--- config.mk ---
export PLATFORM = sky130hd
export DESIGN_NAME = aging_neighbor_table
export DESIGN_NICKNAME = d
export VERILOG_FILES = /design/src/rtl/core/anb_pkg.sv /design/src/rtl/core/anb_cell.sv /design/src/rtl/core/anb_seq.sv /design/src/rtl/core/aging_neighbor_table.sv
export SDC_FILE = /design/constraint.sdc
export NUM_CORES = 1
export LEC_CHECK = 0
export ABC_AREA = 1
export BUFFER_PORTS_ARGS = -buffer_cell sky130_fd_sc_hd__buf_4
export CAP_MARGIN = 10
export CELL_PAD_IN_SITES_DETAIL_PLACEMENT = 1
export CELL_PAD_IN_SITES_GLOBAL_PLACEMENT = 1
export CORE_MARGIN = 2
export CORE_UTILIZATION = 46
export DETAILED_ROUTE_END_ITERATION = 8
export PLACE_DENSITY_LB_ADDON = 0.1
export RECOVER_POWER = 25
export SYNTH_ARGS = -nofsm -noshare
export SYNTH_HDL_FRONTEND = slang
export SYNTH_SLANG_ARGS = --single-unit
--- constraint.sdc ---
create_clock -name clock -period 2.7 [get_ports clock]
set_clock_uncertainty 0.2 [all_clocks]
set_input_delay 0.27 -clock clock [delete_from_list [all_inputs] [get_ports clock]]
set_output_delay 0.27 -clock clock [all_outputs]
set_load 0.02 [all_outputs]
--- src/rtl/core/anb_pkg.sv ---
// Package: types, constants and helpers for the aging neighbor table.
package anb_pkg;

   localparam int NUM_SLOTS  = 8;
   localparam int ID_BITS    = 16;
   localparam int PTR_BITS   = (NUM_SLOTS > 1) ? $clog2(NUM_SLOTS) : 1;
   localparam int WAIT_BITS  = $clog2(NUM_SLOTS + 1);
   localparam int CNT_BITS   = 4;
   localparam int TICK_BITS  = 8;
   localparam int NODE_BITS  = 16;
   localparam logic [TICK_BITS-1:0] MASK_RESET = 8'h1F;

   typedef enum logic {
      OP_INSERT = 1'b0,
      OP_TICK   = 1'b1
   } op_type;

   typedef struct packed {
      op_type               operation;
      logic [NODE_BITS-1:0] node_id;
   } req_type;

   typedef struct packed {
      logic [CNT_BITS-1:0] neighbor_count;
      logic                aged_out;
   } rsp_type;

   // Broadcast from the sequencer to the cell row.
   typedef struct packed {
      logic                insert;
      logic                age;
      logic [PTR_BITS-1:0] wp;
      logic [PTR_BITS-1:0] ap;
      logic [ID_BITS-1:0]  id;
   } seq_cmd_type;

   // Per-cell control.
   typedef struct packed {
      logic               insert;
      logic               sel_write;
      logic               sel_age;
      logic [ID_BITS-1:0] id;
   } cell_ctrl_type;

   // Handshake status from the sequencer.
   typedef struct packed {
      logic busy;
      logic rsp_valid;
      logic aged;
   } seq_stat_type;

   function automatic logic [PTR_BITS-1:0] next_ptr(input logic [PTR_BITS-1:0] p);
      if (p == PTR_BITS'(NUM_SLOTS - 1)) begin
         return '0;
      end
      return p + PTR_BITS'(1);
   endfunction

   // Low ID_BITS of the node field, zero extended if ID_BITS is wider.
   function automatic logic [ID_BITS-1:0] fit_id(input logic [NODE_BITS-1:0] v);
      logic [ID_BITS+NODE_BITS-1:0] ext;
      ext = {{ID_BITS{1'b0}}, v};
      return ext[ID_BITS-1:0];
   endfunction

endpackage

--- src/rtl/core/anb_cell.sv ---
// One table slot: holds an ID and adds its occupancy to the running count.
module anb_cell (
   input  logic                           clock,
   input  logic                           reset,
   input  anb_pkg::cell_ctrl_type         ctrl,
   input  logic [anb_pkg::CNT_BITS-1:0]   partial_in,
   output logic [anb_pkg::CNT_BITS-1:0]   partial_out
);
   import anb_pkg::*;

   logic [ID_BITS-1:0]  slot_ff, slot_in;
   logic [CNT_BITS-1:0] partial_ff, partial_in_nxt;
   logic [CNT_BITS:0]   sum;

   always_comb begin
      slot_in = slot_ff;
      if (ctrl.sel_write) begin
         slot_in = ctrl.id;
      end else if (ctrl.insert && (slot_ff == ctrl.id)) begin
         slot_in = '0;          // duplicate of the new entry
      end else if (ctrl.sel_age) begin
         slot_in = '0;
      end
   end

   // saturating count
   always_comb begin
      sum = {1'b0, partial_in} + (CNT_BITS+1)'(slot_ff != '0);
      partial_in_nxt = sum[CNT_BITS] ? {CNT_BITS{1'b1}} : sum[CNT_BITS-1:0];
   end

   always_ff @(posedge clock) begin
      if (reset) begin
         slot_ff <= '0;
      end else begin
         slot_ff <= slot_in;
      end
   end

   always_ff @(posedge clock) begin
      partial_ff <= partial_in_nxt;
   end

   assign partial_out = partial_ff;

endmodule

--- src/rtl/core/anb_seq.sv ---
// Sequencer: pointers, tick counter, refresh mask and result timing.
module anb_seq (
   input  logic                            clock,
   input  logic                            reset,
   input  logic                            start,
   input  anb_pkg::req_type                req_data,
   input  logic                            csr_we,
   input  logic [anb_pkg::TICK_BITS-1:0]   csr_wdata,
   output anb_pkg::seq_cmd_type            cmd,
   output anb_pkg::seq_stat_type           stat
);
   import anb_pkg::*;

   logic [PTR_BITS-1:0]  wp_ff, wp_in;
   logic [PTR_BITS-1:0]  ap_ff, ap_in;
   logic [TICK_BITS-1:0] tick_ff, tick_in, tick_next;
   logic [TICK_BITS-1:0] mask_ff, mask_in;
   logic [WAIT_BITS-1:0] wait_ff, wait_in;
   logic                 valid_ff, valid_in;
   logic                 aged_ff, aged_in;
   logic                 accept, do_insert, do_age;

   assign accept    = start && (wait_ff == '0);
   assign tick_next = tick_ff + TICK_BITS'(1);

   always_comb begin
      do_insert = 1'b0;
      do_age    = 1'b0;
      tick_in   = tick_ff;
      if (accept) begin
         unique case (req_data.operation)
            OP_INSERT: begin
               do_insert = 1'b1;
            end
            OP_TICK: begin
               tick_in = tick_next;
               do_age  = ((tick_next & mask_ff) == '0);
            end
            default: begin
               do_insert = 1'b0;
            end
         endcase
      end
   end

   always_comb begin
      wp_in = do_insert ? next_ptr(wp_ff) : wp_ff;
      ap_in = ((do_insert && (wp_ff == ap_ff)) || do_age) ? next_ptr(ap_ff) : ap_ff;
      mask_in = csr_we ? csr_wdata : mask_ff;
      if (accept) begin
         wait_in = WAIT_BITS'(NUM_SLOTS);
      end else if (wait_ff != '0) begin
         wait_in = wait_ff - WAIT_BITS'(1);
      end else begin
         wait_in = wait_ff;
      end
      valid_in = (wait_ff == WAIT_BITS'(1));
      aged_in  = accept ? do_age : aged_ff;
   end

   always_ff @(posedge clock) begin
      if (reset) begin
         wp_ff    <= '0;
         ap_ff    <= '0;
         tick_ff  <= '0;
         mask_ff  <= MASK_RESET;
         wait_ff  <= '0;
         valid_ff <= 1'b0;
      end else begin
         wp_ff    <= wp_in;
         ap_ff    <= ap_in;
         tick_ff  <= tick_in;
         mask_ff  <= mask_in;
         wait_ff  <= wait_in;
         valid_ff <= valid_in;
      end
   end

   always_ff @(posedge clock) begin
      aged_ff <= aged_in;
   end

   assign cmd.insert = do_insert;
   assign cmd.age    = do_age;
   assign cmd.wp     = wp_ff;
   assign cmd.ap     = ap_ff;
   assign cmd.id     = fit_id(req_data.node_id);

   assign stat.busy      = (wait_ff != '0);
   assign stat.rsp_valid = valid_ff;
   assign stat.aged      = aged_ff;

endmodule

--- src/rtl/core/aging_neighbor_table.sv ---
// Top level: ring table of neighbor IDs with aging, built as a row of slot cells.
//
// Usage:
//  - Request: drive req_data and raise start; the request is taken at a rising
//    edge where start is high and busy is low. operation OP_INSERT writes
//    node_id at the write pointer and clears any other slot with that ID;
//    OP_TICK bumps the tick counter and may age out the slot at the aging pointer.
//  - Result: one per request, shown on rsp_data for exactly one cycle with
//    rsp_valid high. The receiver cannot stall; it must take it in that cycle.
//  - Timing: busy goes high at the accepting edge and drops in the cycle that
//    shows the result, so a new request can be taken at the edge that ends
//    it; no new request is taken before the result of the last one shows.
//  - The timing is set by the occupancy count, which ripples through the cell
//    row one cell per cycle after the table has been updated.
//  - Configuration: csr_we writes csr_wdata to the refresh mask; write only
//    while busy is low and no result is pending.
//  - Reset (synchronous, active high): table empty, both pointers and the tick
//    counter zero, refresh mask 0x1F, busy low, no result pending.
module aging_neighbor_table (
   input  logic                            clock,
   input  logic                            reset,
   input  logic                            start,
   output logic                            busy,
   input  anb_pkg::req_type                req_data,
   output logic                            rsp_valid,
   output anb_pkg::rsp_type                rsp_data,
   input  logic                            csr_we,
   input  logic [anb_pkg::TICK_BITS-1:0]   csr_wdata
);
   import anb_pkg::*;

   seq_cmd_type         cmd;
   seq_stat_type        stat;
   logic [CNT_BITS-1:0] partial [NUM_SLOTS];

   // pointers, tick counter, mask and result timing
   anb_seq u_seq (
      .clock     (clock),
      .reset     (reset),
      .start     (start),
      .req_data  (req_data),
      .csr_we    (csr_we),
      .csr_wdata (csr_wdata),
      .cmd       (cmd),
      .stat      (stat)
   );

   // Row of slot cells; each one decodes its own select from the pointers,
   // and the occupancy count passes from cell to cell every cycle.
   for (genvar i = 0; i < NUM_SLOTS; i++) begin : g_cell
      cell_ctrl_type       ctrl;
      logic [CNT_BITS-1:0] chain_in;

      assign ctrl.insert    = cmd.insert;
      assign ctrl.sel_write = cmd.insert && (cmd.wp == PTR_BITS'(i));
      assign ctrl.sel_age   = cmd.age && (cmd.ap == PTR_BITS'(i));
      assign ctrl.id        = cmd.id;

      if (i == 0) begin : g_head
         assign chain_in = '0;
      end else begin : g_link
         assign chain_in = partial[i-1];
      end

      anb_cell u_cell (
         .clock       (clock),
         .reset       (reset),
         .ctrl        (ctrl),
         .partial_in  (chain_in),
         .partial_out (partial[i])
      );
   end

   assign busy                    = stat.busy;
   assign rsp_valid               = stat.rsp_valid;
   assign rsp_data.neighbor_count = partial[NUM_SLOTS-1];
   assign rsp_data.aged_out       = stat.aged;

endmodule

[Word-level counts from Yosys, hierarchy flattened]
Cells that the tools add are included.
Word-level totals
  register bits after elaboration: 185
  input bits: 29
  output and inout port bits: 7
  logic and storage cells: 147
Operators by class
  add/subtract/negate cells: 11
  eq/ne operators: 24
  muxes and demuxes: 36
  bitwise operators: 1
  reduce and logical (&&, ||, !) cells: 51
Operator list (count)
  16-bit two-way mux: 24
  16-bit equality test: 8
  16-bit nonzero test: 8
  4-bit by 1-bit adder with 5-bit output: 6
  1-bit logical AND: 26
  3-bit equality test, second input constant: 8
  3-bit nonzero test: 8
  3-bit by 2-bit equality test with 1-bit output, second input constant: 4
  3-bit two-way mux: 4
  8-bit by 1-bit adder with 8-bit output, second input constant: 1
  8-bit AND: 1
  8-bit logical NOT: 1
  4-bit two-way mux: 2
  3-bit by 1-bit adder with 3-bit output, second input constant: 2
  3-bit by 1-bit equality test with 1-bit output, second input constant: 2
  3-bit logical NOT: 2
  1-bit two-way mux: 6
  4-bit by 1-bit equality test with 1-bit output, second input constant: 1
  4-bit logical NOT: 1
  4-bit nonzero test: 1
  4-bit by 1-bit subtractor with 4-bit output, second input constant: 1
  3-bit equality test: 1
  1-bit by 1-bit adder with 2-bit output: 1
  2-bit AND reduction: 1
  3 further kinds: 3

[Logic depth before layout (Yosys ltp)]
  word-level depth: 9
  mapped depth: 13
  gate-level depth less buffers: 13

[Hierarchy]
From an unflattened synthesis, not the netlist that was laid out.
Unflattened totals
  cell total of the unflattened synthesis: 1602
  area, all modules: 11293.3 µm²
Modules (own cells, without submodules)
  anb_cell: instances 8, cells an instance 168, area an instance 1186.1 µm², sequential area each 400.4 µm²
  anb_seq: instances 1, cells an instance 223, area an instance 1672.9 µm², sequential area each 570.5 µm²
  aging_neighbor_table: instances 1, cells an instance 35, area an instance 131.4 µm², sequential area each 0.0 µm²

[Least setup slack after synthesis]
OpenSTA, ideal clock, no wires.
  path type: register to register
  start: register u_seq.tick_ff[0]
  end: register g_cell[1].u_cell.slot_ff[10]
  library setup time: 0.132 ns
  arrival: 1.750 ns
  required time: 2.368 ns
  setup slack: 0.618 ns
  stages on the path, launching flop included: 13
  buffers on the path: 1
  period minus slack after synthesis: 2.082 ns
  cell sequence: dfxtp_1 ha_1 nand2_1 inv_1 nor2_1 nand2_1 nor2_2 nand3_2 nor2_8 nand3_4 buf_6 nand3_2 a21oi_1
On the way
  longest elaborated chain between the ends: 7
Ends and longest elaborated chain
  from (decl): RTL line anb_seq.sv:16  | logic [TICK_BITS-1:0] tick_ff, tick_in, tick_next;
  from (signal assigned): RTL line anb_seq.sv:72  | tick_ff <= tick_in;
  8-bit by 1-bit adder with 8-bit output: RTL line anb_seq.sv:24  | assign tick_next = tick_ff + TICK_BITS'(1);
  net u_seq.tick_next[1]: RTL line anb_seq.sv:16
  8-bit AND: RTL line anb_seq.sv:37  | do_age = ((tick_next & mask_ff) == '0);
  8-bit logical NOT: RTL line anb_seq.sv:37
  1-bit two-way mux: RTL line anb_seq.sv:31  | unique case (req_data.operation)
  1-bit two-way mux: RTL line anb_seq.sv:30  | if (accept) begin
  1-bit logical AND: RTL line aging_neighbor_table.sv:56  | assign ctrl.sel_age = cmd.age && (cmd.ap == PTR_BITS'(i));
  3-bit nonzero test (no line)
  to (signal assigned): RTL line anb_cell.sv:36  | slot_ff <= slot_in;
  to (decl): RTL line anb_cell.sv:11  | logic [ID_BITS-1:0] slot_ff, slot_in;
The timed path passes the listed nets, and every way through them passes these cells.
A chain may end at the register's enable or synchronous reset.

[Final worst setup path]
  start: register u_seq.wait_ff[0]
  end: register g_cell[3].u_cell.slot_ff[10]
On the way
  longest elaborated chain between the ends: 6
  elaborated cells on any way between the ends: 10
  those cells by class: mux (4); reduce/logical (6)
Ends and longest elaborated chain
  from (decl): RTL line anb_seq.sv:18  | logic [WAIT_BITS-1:0] wait_ff, wait_in;
  from (signal assigned): RTL line anb_seq.sv:74  | wait_ff <= wait_in;
  4-bit logical NOT *: RTL line anb_seq.sv:23  | assign accept = start && (wait_ff == '0);
  1-bit logical AND *: RTL line anb_seq.sv:23
  1-bit two-way mux: RTL line anb_seq.sv:30
  1-bit logical AND: RTL line anb_cell.sv:19  | end else if (ctrl.insert && (slot_ff == ctrl.id)) begin
  16-bit two-way mux: RTL line anb_cell.sv:19
  16-bit two-way mux: RTL line anb_cell.sv:17  | if (ctrl.sel_write) begin
  to (signal assigned): RTL line anb_cell.sv:36
  to (decl): RTL line anb_cell.sv:11
Mark *: on every way between the ends. The rest lies on a longest branch, timed or not.

==> results.json <==
{
  "netlist_area_mm2": 0.01042,
  "syn_inst": 1396,
  "nets": 1477,
  "clk_latency_ps": 440,
  "grt_antenna_before_repair": 0,
  "routed_wl_um": 31550,
  "vias_per_cell": 5.418,
  "hold_path_end": "u_seq.wait_ff[3]$_SDFFE_PP0P_",
  "combPwrFrac_pct": 21.6,
  "hold_start": "start",
  "setup_violations": 0,
  "io_pins": 36,
  "p_int_w": 0.004714,
  "cts.clk_slew.worst_paths_ps": 80,
  "grt_pass1_wl_um": 50800,
  "avgSynthCellArea_um2": 7.463,
  "rr_endpoint": "g_cell[3].u_cell.slot_ff[10]$_SDFFE_PP0P_",
  "cap_violations": 0,
  "netSwitchingPower_w": 0.002453,
  "core-area_mm2": 0.02243,
  "clk_path_buf_depth": 2,
  "synth_fp_nets": 1453,
  "violations": "negative hold slack",
  "drv_slew": 0,
  "fill_cells": 2844,
  "ys_types": 35,
  "synth_seq_cells": 182,
  "fin_setup_tns_ps": 0,
  "grt_pass1_vias": 9509,
  "outcome": "finished, violations left",
  "p_seq_share_pct": 43.6,
  "grt.total_usage_pct": 27.21,
  "port_buffers": 35,
  "place_congestion": 0.8002,
  "yosys_warnings": 0,
  "die_area_mm2": 0.02387,
  "power_frac_clock_pct": 34.7,
  "clock_sinks": 182,
  "gr-total-overflow": 0,
  "holdCritPathClass": "in2reg",
  "max-slew-margin-rel_pct": 36.55,
  "crit_path_max_fanout": 16,
  "r2r_cells": 10,
  "cts_htree_levels": 4,
  "drtIter0Drc": 503,
  "vias": 9308,
  "rows": 55,
  "max_clock_freq_mhz": 411.8,
  "critPathLaunchType": "flip-flop",
  "hold_viol_final": 1,
  "reg2reg_slack_ps": 270,
  "area_growth_pct": 10.33,
  "cts_tree": "built",
  "pre_cts_ws_ps": 192.9,
  "finalCritPeriodShare_pct": 89.95,
  "switching_share_pct": 34.23,
  "worstSetupPathType": "reg2reg",
  "ant_nets": 0,
  "drive_gt1_share_pct": 15.42,
  "rsz0062_at_grt": "false",
  "crit_path_end_kind": "flip-flop",
  "holdPathStages": 3,
  "diodes": 0,
  "hpwl_um": 20460,
  "required_ps": 2850,
  "cellLeakagePower_nw": 4.648,
  "yosysSeqAreaShare_pct": 35.07,
  "initial_utilization_pct": 46.44,
  "worst_pin_slew_ps": 951.7,
  "cts-buffers-inserted": 17,
  "clockRootBuffer": "clkbuf_16",
  "fin_crit_ps": 2429,
  "holdWs_ps": -2.001,
  "remaining_drc_errors": 0,
  "die_w_um": 154.5,
  "r2r_start": "u_seq.wait_ff[0]$_SDFFE_PP0P_",
  "p_per_area_mw_per_mm2": 623.5,
  "drt_pass1_iterations": 5,
  "crit_arrival_ps": 2570,
  "routedWlPerCell_um": 18.36,
  "fp.dieH_um": 154.5,
  "irDropWorstVdd_v": 0.0003494,
  "setup_ws_ps": 271.3,
  "grt_max_degree": 76
}
[cells by family (layout without fill, tap and decap cells)]
group	after synthesis	in the layout	synth area share [%]
adders and majority gates	28	28	3.363
buffers and inverters	202	239	9.583
AOI/OAI and AO/OA	172	172	9.319
DFF	182	182	35.07
and+or+nand+nor	739	739	36.53
xor gates and xnor gates	73	73	6.137
[power groups by stage]
stage                     sequential, W  clock (W)  combinational (W)
after floorplan                 0.00314          0            0.00115
after CTS                       0.00313    0.00252            0.00160
after global placement          0.00318          0            0.00152
final                           0.00313    0.00249            0.00155
after detailed placement        0.00319          0            0.00156
after global routing            0.00316    0.00264            0.00175
[registers in the layout, summed over array words and instances, names as in the netlist]
register                   count
u_seq.ap_ff                    3
u_seq.wp_ff                    3
g_cell.u_cell.partial_out     26
u_seq.valid_ff                 1
u_seq.aged_ff                  1
u_seq.tick_ff                  8
g_cell.u_cell.slot_ff        128
u_seq.mask_ff                  8
u_seq.wait_ff                  4
[cell type report]
cell class                      instances  area (um^2)  area share (%)
Multi-Input combinational cell       1012         5752           50.04
Tap cell                              285        356.6           3.102
Clock buffer                           18        439.2           3.821
Inverter                              123        464.2           4.038
Timing Repair Buffer                   84        698.2           6.074
Clock inverter                         14        131.4           1.143
Sequential cell                       182         3654           31.78
[how the worst max path moves through the flow]
| stage | from | endpoint | cells after the start |
|---|---|---|---|
| detailed placement | u_seq.tick_ff[0]$_SDFFE_PP0P_ | g_cell[1].u_cell.slot_ff[1]$_SDFFE_PP0P_ | 11 |
| global placement | u_seq.wait_ff[0]$_SDFFE_PP0P_ | g_cell[5].u_cell.slot_ff[1]$_SDFFE_PP0P_ | 11 |
| finish | u_seq.wait_ff[0]$_SDFFE_PP0P_ | g_cell[3].u_cell.slot_ff[10]$_SDFFE_PP0P_ | 10 |
| global route | u_seq.tick_ff[0]$_SDFFE_PP0P_ | g_cell[2].u_cell.slot_ff[3]$_SDFFE_PP0P_ | 12 |
| floorplan | u_seq.tick_ff[0]$_SDFFE_PP0P_ | g_cell[1].u_cell.slot_ff[10]$_SDFFE_PP0P_ | 12 |
| CTS | u_seq.tick_ff[0]$_SDFFE_PP0P_ | g_cell[1].u_cell.slot_ff[1]$_SDFFE_PP0P_ | 11 |
[Yosys cell counts]
master	instances	share of area [%]
nand2_1	405	15
dfxtp_1	181	35
a21oi_1	145	7.0
inv_1	110	4.0
nor2_1	97	3.5
nand3_2	82	7.9
nand3_1	77	3.7
xor2_1	66	5.5
nor4_1	32	1.9
ha_1	28	3.4
buf_2	24	1.2
buf_4	19	1.4
clkbuf_1	19	0.68
buf_6	16	1.7
inv_2	11	0.40
nand4_1	10	0.60
nor2_2	9	0.54
a21oi_4	8	1.2
nand3_4	8	1.3
o21ai_0	8	0.38
a211oi_1	7	0.50
nor2_8	7	1.3
xnor2_1	7	0.59
nor3_1	3	0.14
o21ai_1	3	0.14
or2_2	3	0.18
nor2_4	2	0.22
nor3_4	2	0.31
and3_1	1	0.060
buf_12	1	0.19
clkinv_1	1	0.036
edfxtp_1	1	0.29
inv_4	1	0.060
nand4_4	1	0.20
o21bai_1	1	0.072
[worst max-delay path, stage by stage (launching register included)]
cell,delay [ps]
dfxtp_1,330
inv_1,90
ha_1,260
nand3_2,190
nor2_4,250
inv_4,160
buf_4,220
nor2_8,110
buf_4,240
nand2_1,90
a21oi_1,180
[cells in the final DEF, fill, tap and decap left out, types with 11 or more instances in the layout]
master,count
nor4_1,32
inv_2,11
buf_4,51
inv_1,110
dlygate4sd3_1,20
nand4_1,11
nand2_1,405
nor2_1,97
clkbuf_16,17
a21oi_1,145
ha_1,28
nand3_2,82
xor2_1,66
nand3_1,77
dfxtp_1,181
[metal layers]
metal  vias to the layer above  GRT usage [%]  routed length [um]
met5                         -              0                   0
met4                         0          7.540                 552
met3                        29          3.390                 969
met2                       149          48.26               15720
met1                      4578          34.85               14300
li1                       4552              -                   -
[metrics by stage]
step	power (W)	utilization (%)	cell area, um^2	std cells	hold WS (ps)
floorplan	0.004289	-	10420	1396	192.5
detailed placement	0.004752	47.89	10740	1664	244.5
CTS	0.007250	51.33	11510	1716	9.115
finish	0.007167	51.24	11490	1718	-2.001
global placement	0.004702	47.89	10740	1664	228.0
global route	0.007542	51.24	11490	1718	1.760
[what timing repair did]
| action | 4_1_cts | 5_1_grt |
|---|---|---|
| setup endpoints to repair | 0 | 51 |
| buffers inserted | 0 | 2 |
| resized for setup | 0 | 0 |
| hold endpoints to repair | 15 | 0 |
| hold buffers | 20 | 0 |
(Power assumes the default switching activity.)
